File: config.mk
export PLATFORM = sky130hd
export DESIGN_NAME = stx_etx_frame_receiver_xor_bcc
export DESIGN_NICKNAME = d
export VERILOG_FILES = /design/src/rtl/stxrx_pkg.sv /design/src/rtl/stxrx_frame.sv /design/src/rtl/stx_etx_frame_receiver_xor_bcc.sv
export SDC_FILE = /design/constraint.sdc
export NUM_CORES = 1
export LEC_CHECK = 0
export ABC_AREA = 1
export BUFFER_PORTS_ARGS = -buffer_cell sky130_fd_sc_hd__clkbuf_2
export CORE_ASPECT_RATIO = 1.1
export CORE_MARGIN = 1
export CORE_UTILIZATION = 55
export CTS_CLUSTER_SIZE = 14
export DETAILED_ROUTE_END_ITERATION = 7
export PLACE_DENSITY = 0.73
export SLEW_MARGIN = 10
export SYNTH_ARGS = -nofsm -noshare
export SYNTH_HDL_FRONTEND = slang
export SYNTH_SLANG_ARGS = --single-unit
File: constraint.sdc
create_clock -name clk -period 4 [get_ports clk]
set_clock_uncertainty 0.2 [all_clocks]
set_input_delay 0 -clock clk [delete_from_list [all_inputs] [get_ports clk]]
set_output_delay 0 -clock clk [all_outputs]
set_load 0.02 [all_outputs]
File: src/rtl/stxrx_pkg.sv
// ----------------------------------------------------------------------------
// stxrx_pkg
// Shared types and constants for the STX/ETX frame receiver with XOR BCC.
// ----------------------------------------------------------------------------
package stxrx_pkg;

    localparam int MAX_PAYLOAD_LEN_DEF = 255;
    localparam int COUNT_W             = 9;
    localparam logic [COUNT_W-1:0] COUNT_MAX = '1;

    // ASCII control characters
    localparam logic [7:0] CH_STX = 8'h02;
    localparam logic [7:0] CH_ETX = 8'h03;
    localparam logic [7:0] CH_EOT = 8'h04;
    localparam logic [7:0] CH_ENQ = 8'h05;
    localparam logic [7:0] CH_ACK = 8'h06;
    localparam logic [7:0] CH_DC3 = 8'h13;
    localparam logic [7:0] CH_NAK = 8'h15;
    localparam logic [7:0] CH_SYN = 8'h16;

    typedef enum logic [3:0] {
        K_NONE       = 4'd0,
        K_PAYLOAD    = 4'd1,
        K_GOOD       = 4'd2,
        K_BADSUM     = 4'd3,
        K_UNREADABLE = 4'd4,
        K_STRAY      = 4'd5,
        K_ENQ        = 4'd6,
        K_ACK        = 4'd7,
        K_NAK        = 4'd8,
        K_SYN        = 4'd9,
        K_DC3        = 4'd10,
        K_EOT        = 4'd11
    } kind_t;

    typedef enum logic [1:0] {
        PH_WAIT_STX = 2'd0,
        PH_PAYLOAD  = 2'd1,
        PH_SUM_HI   = 2'd2,
        PH_SUM_LO   = 2'd3
    } phase_t;

    typedef struct packed {
        kind_t      kind;
        logic [7:0] payload_byte;
        logic       reply_valid;
        logic [7:0] reply_byte;
        logic       too_long;
    } result_t;

endpackage

File: src/rtl/stxrx_frame.sv
// ----------------------------------------------------------------------------
// stxrx_frame
// Frame state (phase, running XOR, first check char, payload count) and the
// per-beat decode that yields one result for each received byte.
// ----------------------------------------------------------------------------
module stxrx_frame #(
    parameter int MAX_PAYLOAD_LEN = stxrx_pkg::MAX_PAYLOAD_LEN_DEF
) (
    input  logic                clk,
    input  logic                rst_n,
    input  logic                step,
    input  logic [7:0]          rx_byte,
    output stxrx_pkg::result_t  result
);

    typedef struct packed {
        logic       ok;
        logic [3:0] val;
    } hex_t;

    function automatic hex_t hex_decode(input logic [7:0] c);
        hex_t h;
        h.ok  = 1'b1;
        h.val = 4'd0;
        if (c >= 8'h30 && c <= 8'h39) begin
            h.val = 4'(c - 8'h30);
        end
        else if (c >= 8'h61 && c <= 8'h66) begin
            h.val = 4'(c - 8'h57);
        end
        else if (c >= 8'h41 && c <= 8'h46) begin
            h.val = 4'(c - 8'h37);
        end
        else begin
            h.ok = 1'b0;
        end
        return h;
    endfunction

    function automatic logic over_limit(input logic [stxrx_pkg::COUNT_W-1:0] cnt);
        return 32'(cnt) > 32'(MAX_PAYLOAD_LEN);
    endfunction

    stxrx_pkg::phase_t              phase_reg, phase_next;
    logic [7:0]                     xor_reg, xor_next;
    logic [7:0]                     first_reg, first_next;
    logic [stxrx_pkg::COUNT_W-1:0]  count_reg, count_next;

    hex_t       hi_dec, lo_dec;
    logic       is_ctrl;

    assign hi_dec = hex_decode(first_reg);
    assign lo_dec = hex_decode(rx_byte);

    always_comb
    begin
        phase_next = phase_reg;
        xor_next   = xor_reg;
        first_next = first_reg;
        count_next = count_reg;

        result              = '0;
        result.kind         = stxrx_pkg::K_NONE;
        is_ctrl             = 1'b1;

        // control bytes bypass the frame machine
        unique case (rx_byte)
            stxrx_pkg::CH_ENQ:
            begin
                result.kind        = stxrx_pkg::K_ENQ;
                result.reply_valid = 1'b1;
                result.reply_byte  = stxrx_pkg::CH_SYN;
            end
            stxrx_pkg::CH_ACK: result.kind = stxrx_pkg::K_ACK;
            stxrx_pkg::CH_NAK: result.kind = stxrx_pkg::K_NAK;
            stxrx_pkg::CH_SYN: result.kind = stxrx_pkg::K_SYN;
            stxrx_pkg::CH_DC3: result.kind = stxrx_pkg::K_DC3;
            stxrx_pkg::CH_EOT: result.kind = stxrx_pkg::K_EOT;
            default:           is_ctrl     = 1'b0;
        endcase

        if (!is_ctrl) begin
            unique case (phase_reg)
                stxrx_pkg::PH_WAIT_STX:
                begin
                    if (rx_byte == stxrx_pkg::CH_STX) begin
                        phase_next = stxrx_pkg::PH_PAYLOAD;
                        xor_next   = 8'h00;
                        first_next = 8'h00;
                        count_next = '0;
                    end
                    else begin
                        result.kind = stxrx_pkg::K_STRAY;
                    end
                end
                stxrx_pkg::PH_PAYLOAD:
                begin
                    xor_next = xor_reg ^ rx_byte;
                    if (rx_byte == stxrx_pkg::CH_ETX) begin
                        phase_next = stxrx_pkg::PH_SUM_HI;
                    end
                    else begin
                        result.kind         = stxrx_pkg::K_PAYLOAD;
                        result.payload_byte = rx_byte;
                        if (count_reg != stxrx_pkg::COUNT_MAX) begin
                            count_next = count_reg + 1'b1;
                        end
                    end
                end
                stxrx_pkg::PH_SUM_HI:
                begin
                    first_next = rx_byte;
                    phase_next = stxrx_pkg::PH_SUM_LO;
                end
                stxrx_pkg::PH_SUM_LO:
                begin
                    if (!hi_dec.ok || !lo_dec.ok) begin
                        result.kind = stxrx_pkg::K_UNREADABLE;
                    end
                    else if ({hi_dec.val, lo_dec.val} == xor_reg) begin
                        result.kind        = stxrx_pkg::K_GOOD;
                        result.reply_valid = 1'b1;
                        result.reply_byte  = stxrx_pkg::CH_ACK;
                    end
                    else begin
                        result.kind        = stxrx_pkg::K_BADSUM;
                        result.reply_valid = 1'b1;
                        result.reply_byte  = stxrx_pkg::CH_NAK;
                    end
                    phase_next = stxrx_pkg::PH_WAIT_STX;
                    count_next = '0;
                end
                default: ;
            endcase
        end

        // closing check char still reports the finished frame's length
        if (!is_ctrl && phase_reg == stxrx_pkg::PH_SUM_LO) begin
            result.too_long = over_limit(count_reg);
        end
        else begin
            result.too_long = over_limit(count_next);
        end
    end

    always_ff @(posedge clk or negedge rst_n)
    begin
        if (!rst_n) begin
            phase_reg <= stxrx_pkg::PH_WAIT_STX;
            xor_reg   <= 8'h00;
            first_reg <= 8'h00;
            count_reg <= '0;
        end
        else if (step) begin
            phase_reg <= phase_next;
            xor_reg   <= xor_next;
            first_reg <= first_next;
            count_reg <= count_next;
        end
    end

endmodule

File: src/rtl/stx_etx_frame_receiver_xor_bcc.sv
// ----------------------------------------------------------------------------
// stx_etx_frame_receiver_xor_bcc
// STX/ETX frame receiver with XOR block check in ASCII hex.
// ----------------------------------------------------------------------------
// One received serial byte enters per beat on the input channel
// (in_valid / in_stall / rx_byte). Each byte yields exactly one result beat
// on the output channel (out_valid / out_stall and the result fields):
// kind, payload_byte, reply_valid, reply_byte and too_long.
// The path is an input register, the frame decode, and a result register:
// out_valid rises once a byte has passed from the input register into the
// result register; an output stall can hold that move back. One byte per cycle is
// sustained while the output is not stalled. Frame state is updated as
// a byte passes from the input register into the result register.
// When the output is stalled the result register holds, the input register
// holds its byte, and in_stall rises only once the input register is full,
// so nothing is lost or repeated. Reset empties both registers and returns
// the frame machine to waiting for STX with check, first check char and
// payload count cleared.
// ----------------------------------------------------------------------------
module stx_etx_frame_receiver_xor_bcc #(
    parameter int MAX_PAYLOAD_LEN = stxrx_pkg::MAX_PAYLOAD_LEN_DEF
) (
    input  logic        clk,
    input  logic        rst_n,

    input  logic        in_valid,
    output logic        in_stall,
    input  logic [7:0]  rx_byte,

    output logic        out_valid,
    input  logic        out_stall,
    output logic [3:0]  kind,
    output logic [7:0]  payload_byte,
    output logic        reply_valid,
    output logic [7:0]  reply_byte,
    output logic        too_long
);

    logic               in_valid_reg;
    logic [7:0]         in_byte_reg;
    logic               out_valid_reg;
    stxrx_pkg::result_t res_reg;
    stxrx_pkg::result_t res_next;
    logic               advance;
    logic               step;

    // result register free or being taken this cycle
    assign advance  = !out_valid_reg || !out_stall;
    assign step     = in_valid_reg && advance;
    assign in_stall = in_valid_reg && !advance;

    stxrx_frame #(
        .MAX_PAYLOAD_LEN (MAX_PAYLOAD_LEN)
    ) u_frame (
        .clk     (clk),
        .rst_n   (rst_n),
        .step    (step),
        .rx_byte (in_byte_reg),
        .result  (res_next)
    );

    always_ff @(posedge clk or negedge rst_n)
    begin
        if (!rst_n) begin
            in_valid_reg  <= 1'b0;
            out_valid_reg <= 1'b0;
        end
        else begin
            if (!in_stall) begin
                in_valid_reg <= in_valid;
            end
            if (advance) begin
                out_valid_reg <= in_valid_reg;
            end
        end
    end

    always_ff @(posedge clk)
    begin
        if (in_valid && !in_stall) begin
            in_byte_reg <= rx_byte;
        end
        if (step) begin
            res_reg <= res_next;
        end
    end

    assign out_valid    = out_valid_reg;
    assign kind         = res_reg.kind;
    assign payload_byte = res_reg.payload_byte;
    assign reply_valid  = res_reg.reply_valid;
    assign reply_byte   = res_reg.reply_byte;
    assign too_long     = res_reg.too_long;

endmodule

# Word level (Yosys, flattened, before mapping)
# Index checks and enable logic that the tools add are counted.
totals:
  word_cells: 115
  reg_bits: 59
  in_bits: 12
  output_inout_bits: 24
op_classes:
  reduce_logical: 27
  n_mux: 37
  n_bitwise: 3
  n_eq_ne: 15
  n_addsub: 7
  order_cmp: 14
op_table:
  columns: ["operator", "count"]
  rows:
  - ["$mux 9", 7]
  - ["$ge 8x7->1 const B", 4]
  - ["$le 8x7->1 const B", 4]
  - ["$mux 4", 8]
  - ["$pmux 8 s2", 2]
  - ["$pmux 9 s3", 1]
  - ["$eq 8x3->1 const B", 3]
  - ["$eq 8x5->1 const B", 3]
  - ["$pmux 4 s6", 1]
  - ["$mux 21", 1]
  - ["$gt 9x8->1 const B", 2]
  - ["$eq 8x2->1 const B", 2]
  - ["$ge 8x6->1 const B", 2]
  - ["$le 8x6->1 const B", 2]
  - ["$mux 8", 2]
  - ["$sub 4x3->4 const B", 4]
  - ["$mux 12", 1]
  - ["$pmux 4 s3", 1]
  - ["$reduce_and 4->1", 3]
  - ["$logic_and 1x1->1", 10]
  - ["$add 9x1->9 const B", 1]
  - ["$mux 1", 9]
  - ["$ne 9x9->1 const B", 1]
  - ["$eq 8x8->1", 1]
  - ["other kinds (15)", 28]

# Depth between registers and ports, before layout
logic_depth:
  ltp_word: 10
  mapped_depth: 18
  ltp_nobuf: 18

# Cells and area by module
# From an unflattened synthesis, not the netlist that was laid out.
unflattened:
  hier_cells: 386
  hier_area_um2: 3281.9
modules_own_cells:
  columns: ["module", "area_per_inst_um2", "seq_area_each_um2", "n_inst", "cells_each"]
  rows:
  - ["stxrx_frame", 2285.9, 675.6, 1, 344]
  - ["stx_etx_frame_receiver_xor_bcc", 996.0, 950.9, 1, 42]

# Worst setup path after synthesis
# Ideal clock, no wire load.
synth_timing:
  path_type: "register -> register"
  startpoint: "reg out_valid_reg, in the netlist out_valid"
  endpoint: "reg u_frame.xor_reg[5]"
  path_stages_with_launch: 8
  period_less_slack_ns: 2.368
  required_time_ns: 3.667
  arrival_ns: 2.035
  path_buffers: 1
  setup_slack_ns: 1.632
  cell_sequence: "dfrtp_1 nand2_1 inv_1 nor2_2 o2111ai_4 buf_6 nor3_1 nor3b_2"
synth_between:
  elab_chain_cells: 4
synth_lines:
  columns: ["element", "line_no", "source"]
  rows:
  - ["start, declared", "stx_etx_frame_receiver_xor_bcc.sv:41", "logic out_valid_reg;"]
  - ["start signal, assigned", "stx_etx_frame_receiver_xor_bcc.sv:73", "out_valid_reg <= in_valid_reg;"]
  - ["$logic_not 1->1", "stx_etx_frame_receiver_xor_bcc.sv:48", "assign advance = !out_valid_reg || !out_stall;"]
  - ["$logic_or 1x1->1", "stx_etx_frame_receiver_xor_bcc.sv:48", null]
  - ["$logic_and 1x1->1", "stx_etx_frame_receiver_xor_bcc.sv:49", "assign step = in_valid_reg && advance;"]
  - ["named net step", "stx_etx_frame_receiver_xor_bcc.sv:45", "logic step;"]
  - ["$reduce_and 4->1 (no source line)", null, null]
  - ["end signal, assigned", "stxrx_frame.sv:156", "xor_reg <= xor_next;"]
  - ["end, declared", "stxrx_frame.sv:45", "logic [7:0] xor_reg, xor_next;"]
# The timed path passes the listed nets, and every way through them passes these cells.
# A chain may end at the register's enable or synchronous reset.

==> impl_metrics.toml <==
[die]
die_w_um = 74.59
die_y_um = 81.85
core_area_mm2 = 0.005465
rows = 28
die-area_mm2 = 0.006105
initial_core_util_pct = 58.33
ios = 36

[synthesis]
synth_top_area_share_pct = 23.55
synthAdderAreaFrac_pct = 4.710
yosys_most_used_dff = "dfrtp_1"
yosys-top-cells-area = "edfxtp_1 24%, dfrtp_1 23%, nand2_1 11%"
synth_top_area_cell = "edfxtp_1"
synth.avg_cell_area_um2 = 8.175
async_reset_ff_share_pct = 53.70
synth_seq_area_share_pct = 46.31
synth_edf_count = 25
yosysMostFrequentCell = "nand2_1"
ys_top_cells_by_count = "92 x nand2_1, 53 x inv_1, 39 x nand3_1"
synth_warnings = 0
synthSimpleGateAreaFrac_pct = 31.40
synthMuxAreaShare_pct = 0
synthXorXnorAreaFrac_pct = 0
ys_seq_elements = 54
synth_top_family_by_area = "simple AND/OR/NAND/NOR gates"
netlist_area_mm2 = 0.003188
synth_compound_area_share_pct = 8.634
synth_cells = 390
yosys.cell_types.count = 34

[worst_setup_path]
r2r.worst_path.cells = 11
cp-end-kind = "flop"
required_ns = 3.87
cp.arrival_ns = 2.52
crit_fanout = 7
critical_path_class = "flop to flop"
startpoint_type = "flop"

[place]
port_buffers = 31
place.gp.congestion = 0.8793
hpwl_um = 4975
dpl_cell_area_mm2 = 0.003388

[power_and_ir_drop]
power_per_cell_area_mw_per_mm2 = 512.0
totalPowerFinal_uw = 1837
leakage_uw = 0.001712
ir_drop_mv = 0.3300

[clocking]
cts_buffer_depth = 2
h-tree-depth = 2
clkTransAtPathRegs_ns = 0.10
clkLatencyLatePin_ns = 0.31
post_cts_resized = 0
clock-root-buffer = "clkbuf_8"
cts_buffers = 5
cts_tree = "built"
clock_sinks = 54

[timing]
max_freq_mhz = 377.1
period_share_pct = 66.29
fin_setup_tns_ns = 0
fin_crit_ns = 2.652
hold_violations = 0
relSlewSlack_pct = 49.64
worst_pin_slew_ns = 0.7554
grt_setup_unrepaired = "false"
final-max-slew-violation-count = 0
finalSetupViolCount = 0

[routing]
viasPerCell = 5.242
wl_per_cell_um = 13.15
drt_first_pass_iters = 4
drt_iter0_markers = 173
dr_total_vias = 2668
ant_nets = 0
finalWirelength_um = 6692
drt_drc_violations_left = 0

[global_routing]
first_global_vias = 2452
grt_overflow = 0
grt_pass1_wl_um = 11230
antenna_found_initial = 0
grt_usage_pct = 24.82
grt_max_degree = 30

[cells_and_area]
design_area_mm2 = 0.003588
final_util_pct = 65.66
layout-drive-gt1-share_pct = 14.98
antennaDiodeCount = 0
syn_to_final_growth_pct = 12.56
multi_input_area_mm2 = 0.001441
nets = 457
largest_reg_flops = 9
n_fill_cell = 437
seq_area_mm2 = 0.001476

[flow_run]
maxCapViolations = 0

[run_status]
outcome = "completed"

[min_path]
min_path_type = "primary input to async pin"
==> critical path, cell delays in order (launching register included) <==
cell and delay (ns):
edfxtp_1 0.47, inv_1 0.18, ha_1 0.26, nand3_1 0.11
nor2_2 0.07, nor2_4 0.11, nand2_2 0.07, nor2_4 0.20
inv_2 0.09, nor3_1 0.33, o21ai_0 0.14, o21a_1 0.19
==> area by class of cell <==
cell class,instances,share of cell area [%]
clock buffer,6,2.022
sequential,54,41.14
timing repair buffer,43,7.601
clock inverter,2,0.4881
tap,75,2.615
inverter,57,5.962
multi-input combinational,272,40.17
==> kinds of logic (layout without fill, tap and decap cells) <==
family | after synthesis | after routing
simple gates | 213 | 213
fa+ha+maj | 12 | 12
flops | 54 | 54
buf+inv | 67 | 108
compound gates | 43 | 43
other cells | 1 | 4
==> worst paths after layout <==
check	end	slack, ns	start
min	u_frame.first_reg[6]$_DFFE_PN0P_	0.08	rst_n
max reg2reg	too_long$_DFFE_PP_	1.35	in_byte_reg[0]$_DFFE_PP_
max in group asynchronous	u_frame.xor_reg[6]$_DFFE_PN0P_	3.03	rst_n
min reg2reg	out_valid$_DFFE_PN0N_	0.29	in_valid_reg$_DFFE_PN0N_
min in group clk	in_byte_reg[1]$_DFFE_PP_	0.20	rx_byte[1]
max	too_long$_DFFE_PP_	1.35	in_byte_reg[0]$_DFFE_PP_
==> where the power goes <==
part,switching (uW),leakage [uW],internal [uW]
Clock,178,0.0000458,127
Combinational,490,0.00104,246
Sequential,73.7,0.000623,721
Total,743,0.00171,1090
==> through the flow <==
step	std cells	setup WS [ns]	hold slack, ns
finish	509	1.348	0.08433
global route	509	1.082	0.1588
CTS	509	1.395	0.1029
detailed placement	490	1.416	-0.09431
global placement	490	1.424	-0.09579
floorplan	393	1.632	-0.4956
==> per-layer routing <==
layer / wire (um) / global-route usage [%]
met5: 0 / 0
met4: 110 / 9.245
met3: 286 / 3.681
met2: 3216 / 39.82
met1: 3077 / 33.91
==> cell usage in the layout, fill, tap and decap left out, drive strengths merged, types with 6 or more instances in the layout <==
cell type	synthesis	routed
nand4	6	6
nand3	40	40
inv	57	58
clkbuf	3	37
o21ai	26	26
ha	12	12
nor3b	8	8
nor2	50	50
nor3	11	11
dfrtp	29	29
nand2	97	97
edfxtp	25	25
dlygate4sd3	0	11
==> timing repair <==
action,in CTS,in global routing
hold buffers,11,0
setup buffers,0,0
endpoints found under the hold margin,39,0
Power figures use the tool's default switching activity.
